$ cat config.mk
export PLATFORM = sky130hd
export DESIGN_NAME = pcm_hold_rate_converter
export DESIGN_NICKNAME = d
export VERILOG_FILES = /design/src/hdl/pcm_hr_pkg.sv /design/src/hdl/pcm_hr_cfg_regs.sv /design/src/hdl/pcm_hr_core.sv /design/src/hdl/pcm_hold_rate_converter.sv
export SDC_FILE = /design/constraint.sdc
export NUM_CORES = 1
export LEC_CHECK = 0
export BUFFER_PORTS_ARGS = -buffer_cell sky130_fd_sc_hd__buf_2
export CORE_UTILIZATION = 59
export DETAILED_ROUTE_END_ITERATION = 10
export GPL_TIMING_DRIVEN = 0
export PLACE_DENSITY = 0.91
export SETUP_SLACK_MARGIN = 0.2
export SLEW_MARGIN = 15
export SYNTH_ARGS = -nofsm -noshare
export SYNTH_HDL_FRONTEND = slang
export SYNTH_HIERARCHICAL = 1
export SYNTH_SLANG_ARGS = --single-unit
$ cat constraint.sdc
create_clock -name i_clk -period 5 [get_ports i_clk]
set_input_delay 1 -clock i_clk [delete_from_list [all_inputs] [get_ports i_clk]]
set_output_delay 1 -clock i_clk [all_outputs]
set_load 0.01 [all_outputs]
$ cat src/hdl/pcm_hr_pkg.sv
// Package for the PCM hold rate converter: types, constants, sample decode.
`default_nettype none
package pcm_hr_pkg;

    localparam int unsigned SAMPLE_W   = 16;
    localparam int unsigned PHASE_W    = 32;
    localparam int unsigned CFG_IDX_W  = 2;
    localparam int unsigned CFG_DATA_W = 32;

    localparam logic [PHASE_W-1:0] RATE_STEP_RESET = 32'h0001_0000;
    localparam logic [PHASE_W-1:0] PHASE_ONE       = 32'h0001_0000;
    localparam logic [7:0]         BYTE_BIAS       = 8'd128;

    typedef enum logic [CFG_IDX_W-1:0] {
        CFG_RATE_STEP    = 2'd0,
        CFG_MONO_MODE    = 2'd1,
        CFG_BYTE_SAMPLES = 2'd2
    } t_cfg_index;

    typedef struct packed {
        logic [PHASE_W-1:0] rate_step;
        logic               mono_mode;
        logic               byte_samples;
    } t_cfg;

    typedef struct packed {
        logic [SAMPLE_W-1:0] frame_left;
        logic [SAMPLE_W-1:0] frame_right;
        logic                source_empty;
    } t_in_item;

    typedef struct packed {
        logic signed [SAMPLE_W-1:0] out_left;
        logic signed [SAMPLE_W-1:0] out_right;
        logic                       took_frame;
        logic                       silent;
    } t_out_item;

    function automatic logic [SAMPLE_W-1:0] decode_sample(
        input logic [SAMPLE_W-1:0] raw,
        input logic                byte_mode
    );
        logic [7:0] b;
        b = raw[7:0] - BYTE_BIAS;
        if (byte_mode) begin
            return {b, 8'h00};
        end
        return raw;
    endfunction

endpackage
`default_nettype wire

$ cat src/hdl/pcm_hr_cfg_regs.sv
// Configuration register file of the PCM hold rate converter.
`default_nettype none
module pcm_hr_cfg_regs
    import pcm_hr_pkg::*;
(
    input  wire logic                  i_clk,
    input  wire logic                  i_rst_n,
    input  wire logic                  i_cfg_valid,
    output logic                       o_cfg_ready,
    input  wire logic [CFG_IDX_W-1:0]  i_cfg_index,
    input  wire logic [CFG_DATA_W-1:0] i_cfg_data,
    output t_cfg                       o_cfg
);

    t_cfg r_cfg;
    t_cfg n_cfg;

    assign o_cfg_ready = 1'b1;
    assign o_cfg       = r_cfg;

    always_comb begin
        n_cfg = r_cfg;
        if (i_cfg_valid) begin
            case (t_cfg_index'(i_cfg_index))
                CFG_RATE_STEP:    n_cfg.rate_step    = i_cfg_data;
                CFG_MONO_MODE:    n_cfg.mono_mode    = i_cfg_data[0];
                CFG_BYTE_SAMPLES: n_cfg.byte_samples = i_cfg_data[0];
                default:          n_cfg = r_cfg;
            endcase
        end
    end

    always_ff @(posedge i_clk) begin
        if (!i_rst_n) begin
            r_cfg.rate_step    <= RATE_STEP_RESET;
            r_cfg.mono_mode    <= 1'b0;
            r_cfg.byte_samples <= 1'b0;
        end else begin
            r_cfg <= n_cfg;
        end
    end

endmodule
`default_nettype wire

$ cat src/hdl/pcm_hr_core.sv
// Phase accumulator, held pair and result register of the PCM hold rate converter.
`default_nettype none
module pcm_hr_core
    import pcm_hr_pkg::*;
(
    input  wire logic     i_clk,
    input  wire logic     i_rst_n,
    input  wire t_cfg     i_cfg,
    input  wire logic     i_in_valid,
    output logic          o_in_ready,
    input  wire t_in_item i_in_data,
    output logic          o_out_valid,
    input  wire logic     i_out_ready,
    output t_out_item     o_out_data
);

    logic [PHASE_W-1:0]  r_phase_acc;
    logic [PHASE_W-1:0]  n_phase_acc;
    logic [SAMPLE_W-1:0] r_held_left;
    logic [SAMPLE_W-1:0] n_held_left;
    logic [SAMPLE_W-1:0] r_held_right;
    logic [SAMPLE_W-1:0] n_held_right;
    logic                r_out_valid;
    logic                n_out_valid;
    t_out_item           r_out_data;
    t_out_item           n_out_data;

    logic                accept;
    logic [PHASE_W-1:0]  phase_sum;
    logic                take;
    logic [SAMPLE_W-1:0] dec_left;
    logic [SAMPLE_W-1:0] dec_right;

    assign o_in_ready  = !r_out_valid || i_out_ready;
    assign accept      = i_in_valid && o_in_ready;
    assign o_out_valid = r_out_valid;
    assign o_out_data  = r_out_data;

    assign phase_sum = r_phase_acc + i_cfg.rate_step;
    assign take      = (phase_sum >= PHASE_ONE);
    assign dec_left  = decode_sample(i_in_data.frame_left, i_cfg.byte_samples);
    assign dec_right = i_cfg.mono_mode ? dec_left
                     : decode_sample(i_in_data.frame_right, i_cfg.byte_samples);

    always_comb begin
        n_phase_acc  = r_phase_acc;
        n_held_left  = r_held_left;
        n_held_right = r_held_right;
        n_out_data   = r_out_data;
        n_out_valid  = r_out_valid && !i_out_ready;
        if (accept) begin
            n_out_valid           = 1'b1;
            n_out_data.took_frame = 1'b0;
            n_out_data.silent     = 1'b0;
            if (i_in_data.source_empty) begin
                n_out_data.out_left  = '0;
                n_out_data.out_right = '0;
                n_out_data.silent    = 1'b1;
            end else if (take) begin
                n_phase_acc           = phase_sum - PHASE_ONE;
                n_held_left           = dec_left;
                n_held_right          = dec_right;
                n_out_data.out_left   = dec_left;
                n_out_data.out_right  = dec_right;
                n_out_data.took_frame = 1'b1;
            end else begin
                n_phase_acc          = phase_sum;
                n_out_data.out_left  = r_held_left;
                n_out_data.out_right = r_held_right;
            end
        end
    end

    always_ff @(posedge i_clk) begin
        if (!i_rst_n) begin
            r_phase_acc  <= '0;
            r_held_left  <= '0;
            r_held_right <= '0;
            r_out_valid  <= 1'b0;
        end else begin
            r_phase_acc  <= n_phase_acc;
            r_held_left  <= n_held_left;
            r_held_right <= n_held_right;
            r_out_valid  <= n_out_valid;
        end
    end

    always_ff @(posedge i_clk) begin
        r_out_data <= n_out_data;
    end

endmodule
`default_nettype wire

$ cat src/hdl/pcm_hold_rate_converter.sv
// Top level of the PCM zero-order-hold sample rate converter.
// Latency: a result is valid in the cycle after its input transfer.
// Throughput: one input item per cycle while results are taken; the result register frees as it is taken.
// Configuration writes are always ready.
// Reset (synchronous, active low) clears the phase, the held pair and the result valid,
// and loads the configuration registers with their reset values.
`default_nettype none
module pcm_hold_rate_converter
    import pcm_hr_pkg::*;
(
    input  wire logic                  i_clk,
    input  wire logic                  i_rst_n,
    input  wire logic                  i_cfg_valid,
    output logic                       o_cfg_ready,
    input  wire logic [CFG_IDX_W-1:0]  i_cfg_index,
    input  wire logic [CFG_DATA_W-1:0] i_cfg_data,
    input  wire logic                  i_in_valid,
    output logic                       o_in_ready,
    input  wire t_in_item              i_in_data,
    output logic                       o_out_valid,
    input  wire logic                  i_out_ready,
    output t_out_item                  o_out_data
);

    t_cfg cfg;

    pcm_hr_cfg_regs u_cfg_regs (
        .i_clk       (i_clk),
        .i_rst_n     (i_rst_n),
        .i_cfg_valid (i_cfg_valid),
        .o_cfg_ready (o_cfg_ready),
        .i_cfg_index (i_cfg_index),
        .i_cfg_data  (i_cfg_data),
        .o_cfg       (cfg)
    );

    pcm_hr_core u_core (
        .i_clk       (i_clk),
        .i_rst_n     (i_rst_n),
        .i_cfg       (cfg),
        .i_in_valid  (i_in_valid),
        .o_in_ready  (o_in_ready),
        .i_in_data   (i_in_data),
        .o_out_valid (o_out_valid),
        .i_out_ready (i_out_ready),
        .o_out_data  (o_out_data)
    );

endmodule
`default_nettype wire

# ---- Yosys cells after proc, flatten, opt, wreduce, memory -nomap -nowiden
# Index checks and enable logic that the tools add are counted.
dict set report word_totals {
  register_bits 133
}
dict set report classes {
  order_cmp 1
  n_reduce_logical 11
  add_sub_neg 4
  bitwise 1
  n_eq_ne 2
  n_mux 11
}
# cell count
set op_table {}
lappend op_table {{$mux 16} 5}
lappend op_table {{$mux 32} 2}
lappend op_table {{$add 32x32->32} 1}
lappend op_table {{$ge 32x17->1 const B} 1}
lappend op_table {{$sub 32x17->32 const B} 1}
lappend op_table {{$sub 8x8->8 const B} 2}
lappend op_table {{$reduce_and 2->1} 4}
lappend op_table {{$mux 1} 4}
lappend op_table {{$reduce_and 3->1} 1}
lappend op_table {{$eq 2x1->1 const B} 1}
lappend op_table {{$eq 2x2->1 const B} 1}
lappend op_table {{$logic_and 1x1->1} 2}
lappend op_table {{$logic_not 1->1} 2}
lappend op_table {{$logic_not 2->1} 1}
lappend op_table {{$logic_or 1x1->1} 1}
lappend op_table {{$not 1->1} 1}

# ---- Depth between registers and ports, before layout
# Gate-level depths: netlist of the first run.
dict set report depth {
  depth_word 5
  depth_mapped 22
  depth_no_buf 20
}

# ---- By module
# Netlist of the first run, hierarchy kept.
# mod area_each_um2 seq_area_each_um2 n_inst cells_each
set by_module_without_submodules {}
lappend by_module_without_submodules {pcm_hr_core 6819.0 2322.2 1 826}
lappend by_module_without_submodules {pcm_hr_cfg_regs 1417.6 680.7 1 150}

# ---- Least setup slack after synthesis of the first run
# Ideal clock, no wire load.
dict set report synth_path {
  path_kind {flip-flop to flip-flop}
  start {register u_cfg_regs.r_cfg, in the netlist u_cfg_regs/o_cfg[2]}
  end {register u_core.r_out_data, in the netlist u_core/o_out_data[10], data pin}
  stages_incl_launch_ff 23
  path_buffers 2
  arrival_ps 3817
  path_slack_ps 917
  synth_period_minus_slack_ps 4083
  cell_sequence {dfxtp_1 -> ha_1 -> inv_1 -> fa_1 -> nor2b_1 -> o31a_1 -> o2111a_1 -> nor2_1 -> o31ai_1 -> xnor2_1 -> inv_1 -> ha_1 -> nand2_1 -> nor3_1 -> o21ai_0 -> a2111oi_0 -> and4_1 -> a41oi_1 -> nand4_1 -> buf_2 -> buf_4 -> mux2i_1 -> nor2_1}
}
dict set report synth_via {
  elab_chain_cells 3
}
# item line_no
set synth_lines {}
lappend synth_lines {{from (decl)} pcm_hr_cfg_regs.sv:15} ;# t_cfg r_cfg;
lappend synth_lines {{from (signal assigned)} pcm_hr_cfg_regs.sv:39} ;# r_cfg <= n_cfg;
lappend synth_lines {{$add 32x32->32} pcm_hr_core.sv:39} ;# assign phase_sum = r_phase_acc + i_cfg.rate_step;
lappend synth_lines {{$ge 32x17->1} pcm_hr_core.sv:40} ;# assign take = (phase_sum >= PHASE_ONE);
lappend synth_lines {{$mux 32} pcm_hr_core.sv:59} ;# end else if (take) begin
lappend synth_lines {{to (signal assigned)} pcm_hr_core.sv:89} ;# r_out_data <= n_out_data;
lappend synth_lines {{to (decl)} pcm_hr_core.sv:25} ;# t_out_item r_out_data;
# Every way passes these cells.
# A chain may end at the register's enable or synchronous reset.

# ---- Worst setup path in the final report of the first run
dict set report layout_path {
  start {register u_cfg_regs.r_cfg, in the netlist u_cfg_regs/o_cfg[10]}
  end {register u_core.r_out_data, in the netlist u_core/o_out_data[15], data pin}
}
# Same word-level chain as after synthesis.

==> results of run 1 <==
[layer usage]
metal | vias to the layer above | track usage | part of all wire
met2 | 532 | 0.521 | 0.45
met5 | - | 0 | 0
li1 | 3829 | - | -
met4 | 0 | 0.155 | 0.038
met3 | 101 | 0.0751 | 0.11
met1 | 3870 | 0.460 | 0.41
[critical path, stage by stage (launching register included)]
cell       delay (ps)
dfxtp_1           310
ha_1              270
buf_2             190
nand4_1           170
or3_1             440
a211oi_2          370
nor3_1            140
xor2_2            330
ha_1              210
nand2_1            80
nor3_2            120
o21ai_0           140
a2111oi_2         260
and4_4            310
a41oi_2           170
nand4_1           210
buf_6             170
buf_8             170
mux2i_1           260
nor2_1             80
[state kept, by name, summed over array words and instances, names as in the netlist]
| signal | count |
|---|---|
| u_core/r_phase_acc | 32 |
| u_core/o_out_valid | 1 |
| u_core/r_held_left | 16 |
| u_core/r_held_right | 16 |
| u_cfg_regs/o_cfg | 34 |
| u_core/o_out_data | 34 |
[cell usage after synthesis, types with 7 or more instances]
| library cell | n | share of area |
|---|---|---|
| buf_4 | 7 | 0.0064 |
| nor2b_1 | 17 | 0.013 |
| a31oi_1 | 12 | 0.0091 |
| clkbuf_1 | 30 | 0.014 |
| edfxtp_1 | 34 | 0.12 |
| nand2_1 | 121 | 0.055 |
| xnor2_1 | 11 | 0.012 |
| mux2i_1 | 75 | 0.091 |
| or4_1 | 7 | 0.0064 |
| dfxtp_1 | 99 | 0.24 |
| inv_1 | 12 | 0.0055 |
| xor2_1 | 7 | 0.0074 |
| a21oi_1 | 95 | 0.058 |
| nand3_1 | 44 | 0.027 |
| a21o_1 | 11 | 0.010 |
| o21a_1 | 11 | 0.010 |
| or3_1 | 9 | 0.0068 |
| a211oi_1 | 29 | 0.026 |
| ha_1 | 33 | 0.050 |
| nand4_1 | 16 | 0.012 |
| nor3_1 | 13 | 0.0079 |
| o21ai_0 | 59 | 0.036 |
| buf_2 | 21 | 0.013 |
| o21ai_1 | 10 | 0.0061 |
| nor2_1 | 84 | 0.038 |
[timing repair]
| item | in CTS | in global routing |
|---|---|---|
| resized for setup | 10 | 20 |
| pin swaps | 1 | 7 |
| setup endpoints to repair | 75 | 81 |
| buffers inserted | 1 | 7 |
[metrics by stage]
stage	setup WS (ps)	instances	power [uW]
finish	334	1297	2860
global route	165	1297	2950
CTS	187	1290	2820
detailed placement	-50.5	1258	1650
global placement	-52.5	1258	1640
floorplan	917	976	1510
[logic make-up after synthesis]
group,share of synthesized area
flip-flops,0.365
multiplexers,0.0925
other,0.000455
adder cells (fa/ha/maj),0.0526
XOR/XNOR,0.0191
AO/OA/AOI/OAI,0.210
buffers and inverters,0.0530
AND/OR/NAND/NOR,0.207
[report_power, final]
group | total, uW | internal (uW) | switching [uW] | leakage [uW]
clock | 1190 | 683 | 504 | 0.000264
sequential | 1190 | 1160 | 28.4 | 0.00115
combinational | 482 | 186 | 297 | 0.00258
total | 2860 | 2030 | 829 | 0.00399
[layout make-up]
class | instances | area [sq um] | area share
multi-input cells | 760 | 4870 | 0.502
flip-flops and latches | 133 | 3000 | 0.309
repair buffers | 114 | 591 | 0.0608
clock buffers | 17 | 425 | 0.0438
plain buffers | 70 | 417 | 0.0429
well taps | 176 | 220 | 0.0227
clock inverters | 14 | 128 | 0.0131
inverters | 13 | 48.8 | 0.00503
[worst paths after layout]
kind | slack (ps) | to
worst min register to register | 460 | u_core/r_phase_acc[15]
worst max register to register | 330 | u_core/o_out_data[15]
worst min-delay path | 460 | u_core/r_phase_acc[15]
worst max-delay path | 330 | u_core/o_out_data[15]
==> flow_summary.yaml, run 1 <==
logic_synthesis:
  ys_ff_latch: 133
  ys_seq_area_frac: 0.365
  syn-cell-area_sq_um: 8240
  ys_types: 78
  synth_ff_type: "dfxtp_1"
  synth_edf_count: 34
  synth_cells: 976
  ys_warn_count: 6
  syn_area_per_cell_sq_um: 8.44
  synth_nets: 1082
  async_reset_ff_frac: 0
floorplan:
  die_area_sq_um: 14400
  rows: 42
  die_w_um: 120
  ios: 109
  initial_utilization: 0.612
  core_area_sq_um: 13500
  die_height_um: 120
setup_path:
  crit_type: "register to register"
  worstPathArrival_ps: 4830
  end_kind: "register"
  cp-start-kind: "register"
  cp.required_ps: 5160
  reg2reg_from: "u_cfg_regs/o_cfg[10]"
  crit_start: "u_cfg_regs/o_cfg[10]"
  cp_max_fo: 10
  rr_worst_depth: 19
cells_and_area:
  fill_cells: 1050
  drive_gt1_frac: 0.192
  layout_commonest_cell: "buf_2"
  postLayoutCellArea_sq_um: 9710
  antenna_cells: 0
  final_nets: 1215
  layout_common_cells: "buf_2, nand2_1, dfxtp_1, a21oi_1, nor2_1"
  final_util: 0.721
  area_delta_synth_final_pct: 17.8
global_routing:
  antenna_found_initial: 0
  grt_pass1_vias: 7532
  grt_first_pass_wirelength_um: 38200
  grt_max_degree: 35
  grt.overflow.total: 0
  grt_use_total: 0.341
sta:
  setup_tns_ps: 0
  hold_ws_ps: 457
  fmax_mhz: 214
  rsz0062_at_grt: "true"
  finalHoldViolations: 0
  fin_skew_ps: 6.00
  period_minus_slack_ps: 4670
  period_share: 0.933
  finalMaxSlewViolations: 0
  worstMarginPinSlew_ps: 809
  setup_viol: 0
  slew_headroom: 0.460
status:
  status: "completed"
placed_design:
  portBuffers: 106
  hpwlAfterDp_um: 17600
  gp_congestion: 1.00
  placed_cell_area_sq_um: 8990
route:
  dr.pass1.iters: 6
  wl_per_cell_um: 19.0
  drc: 0
  routed_wl_um: 24700
  postRouteAntennaNets: 0
  vias_per_cell: 6.42
  drt_iter0_drc: 999
  via_count: 8332
power_and_ir_drop:
  ir_drop_mv: 0.228
  leakagePower_uw: 0.00399
  power_density_nw_per_um2: 295
worst_hold_path:
  hold_path_class: "register to register"
  hp-start: "u_core/r_phase_acc[15]"
  holdPathStages: 2
clock_tree:
  cts_made_buffers: 17
  cts_tree: "done"
  htreeDepth: 4
  root_buffer: "clkbuf_16"
  post_cts_hold_buffer_count: 0
  cts.clk_slew.worst_paths_ps: 60
  clkLatencyLatePin_ps: 440
  cts.sinks: 133
  cts_max_path_buffers: 2
flow_run:
  maxCapViolations: 0
No activity file was read; power rests on OpenSTA's default activity.
==> run 2, diff against run 1 <==
--- a/config.mk
+++ b/config.mk
@@ -6,6 +6,7 @@
 export NUM_CORES = 1
 export LEC_CHECK = 0
 export BUFFER_PORTS_ARGS = -buffer_cell sky130_fd_sc_hd__buf_2
+export CORE_ASPECT_RATIO = 0.7
 export CORE_UTILIZATION = 59
 export DETAILED_ROUTE_END_ITERATION = 10
 export GPL_TIMING_DRIVEN = 0
==> run 2 against run 1 <==
Against the previous run:
- sequential share of layout area barely moved
- utilization rose by 0.40 points
- combinational power barely moved
- global-route usage rose by 2.1 points
- design area rose by 0.15%
- cell count rose by 0.69%
- non-clock buffer count fell by 1
- clock skew rose by 4.2 ps
==> flow_summary.yaml, run 2 (synthesis results as in run 1) <==
status:
  status: "completed"
clock_tree:
  post_cts_hold_buffer_count: 0
  root_buffer: "clkbuf_16"
  cts.sinks: 133
  cts_tree: "done"
  cts.clk_slew.worst_paths_ps: 60
  cts_made_buffers: 17
  cts_max_path_buffers: 2
  htreeDepth: 4
  clkLatencyLatePin_ps: 420
cells_and_area:
  fill_cells: 999
  drive_gt1_frac: 0.187
  final_nets: 1214
  ff_latch_area_sq_um: 3000
  multi_input_area_sq_um: 4870
  layout_commonest_cell: "buf_2"
  layout_common_cells: "buf_2, nand2_1, dfxtp_1, a21oi_1, nor2_1"
  area_delta_synth_final_pct: 18.0
  final_util: 0.725
  postLayoutCellArea_sq_um: 9720
  antenna_cells: 0
setup_path:
  rr_worst_depth: 22
  end_kind: "register"
  cp.required_ps: 5150
  crit_start: "u_cfg_regs/o_cfg[2]"
  critical-path-top-delay-family: "compound AO/OA/AOI/OAI gates"
  path_buf_inv: 4
  slowest_stage: "fa_2"
  worstPathArrival_ps: 4840
  cp-start-kind: "register"
  cp_max_fo: 10
  crit_path_max_incr_delay_ps: 360
  cp_cell_sequence: "ha_1, inv_1, fa_2, nor2b_2, o31a_1, o2111a_1, nor2_1, o31ai_2, xnor2_2, inv_1, ha_1, nand2_1, nor3_1, o21ai_0, a2111oi_1, and4_2, a41oi_4, nand4_1, buf_6, buf_12, mux2i_4, nor2_1"
  reg2reg_from: "u_cfg_regs/o_cfg[2]"
  reg2reg_slack_ps: 310
  rr_endpoint: "u_core/o_out_data[21]"
  crit_type: "register to register"
route:
  via_count: 8286
  dr.pass1.iters: 8
  vias_per_cell: 6.34
  drc: 0
  drt_iter0_drc: 1141
  wl_per_cell_um: 19.7
  postRouteAntennaNets: 0
  routed_wl_um: 25700
floorplan:
  rows: 35
  initial_utilization: 0.615
  die_area_sq_um: 14400
  die_w_um: 143
  ios: 109
  die_height_um: 101
  core_area_sq_um: 13400
placed_design:
  placed_cell_area_sq_um: 9000
  gp_congestion: 0.974
  hpwlAfterDp_um: 19000
  portBuffers: 106
power_and_ir_drop:
  ir_drop_mv: 0.235
  leakagePower_uw: 0.00400
  power_density_nw_per_um2: 296
  power_uw: 2880
sta:
  finalMaxSlewViolations: 0
  period_share: 0.938
  fmax_mhz: 213
  slew_headroom: 0.151
  fin_skew_ps: 10.2
  setup_viol: 0
  finalHoldViolations: 0
  worstMarginPinSlew_ps: 1240
  period_minus_slack_ps: 4690
  rsz0062_at_grt: "false"
global_routing:
  grt.overflow.total: 0
  grt_use_total: 0.363
  grt_first_pass_wirelength_um: 39700
  grt_pass1_vias: 7508
  grt_max_degree: 35
  antenna_found_initial: 0
flow_run:
  maxCapViolations: 0
worst_hold_path:
  hp-start: "u_cfg_regs/o_cfg[9]"
  holdPathStages: 2
  hold_path_class: "register to register"
  holdPathEnd: "u_cfg_regs/o_cfg[9]"
run 2: cell count changes in the layout (fill, tap and decap cells not counted), sizes merged:
cell | before | now
inv | 17 | 23
clkinv | 6 | 4
clkinvlp | 3 | 1
clkbuf | 48 | 50
buf | 153 | 150
bufinv | 1 | 0
run 2: how the worst max path moves through the flow:
stage                                  to  slack [ps]  depth (start not counted)
floorplan           u_core/o_out_data[10]         920                         22
global placement    u_core/o_out_data[21]        -160                         22
detailed placement  u_core/o_out_data[21]        -300                         22
CTS                 u_core/o_out_data[21]         210                         22
global route        u_core/o_out_data[21]         180                         22
finish              u_core/o_out_data[21]         310                         22
run 2: power by group:
part	internal [uW]	leakage (uW)	switching, uW
combinational	182	0.00258	303
sequential	1160	0.00115	28.5
clock	656	0.000273	550
total	2000	0.00400	881
run 2: per-stage QoR:
stage	instances	hold WS [ps]	worst slack [ps]	setup TNS, ps
after floorplan	976	439	917	0
after global placement	1267	446	-159	-2430
after detailed placement	1267	456	-304	-5930
after CTS	1303	467	211	0
after global routing	1306	485	179	0
final	1306	462	310	0
run 2: worst min-delay path, delay by kind of cell, from the launching register on:
| kind | cells | cell delay [ps] |
|---|---|---|
| AND/OR/NAND/NOR | 1 | 50 |
| flip-flops | 1 | 310 |
| multiplexers | 1 | 50 |
run 2: layout make-up:
cell class / count / area share
clock buffers: 17 / 0.0438
plain buffers: 70 / 0.0434
multi-input cells: 760 / 0.501
clock inverters: 15 / 0.0136
well taps: 185 / 0.0238
repair buffers: 113 / 0.0600
flip-flops and latches: 133 / 0.309
inverters: 13 / 0.00502
run 2: what timing repair did:
action | CTS | global route
resized for setup | 9 | 19
pin swaps | 6 | 6
setup buffers | 4 | 3
setup endpoints to repair | 79 | 78
run 2: metal layers:
metal,wire length (um),GRT usage,vias up,part of all wire
met5,0,0,-,0
met4,531,0.111,0,0.021
met3,3640,0.106,58,0.14
met2,10400,0.505,569,0.40
met1,11100,0.533,3823,0.43
li1,-,-,3836,-
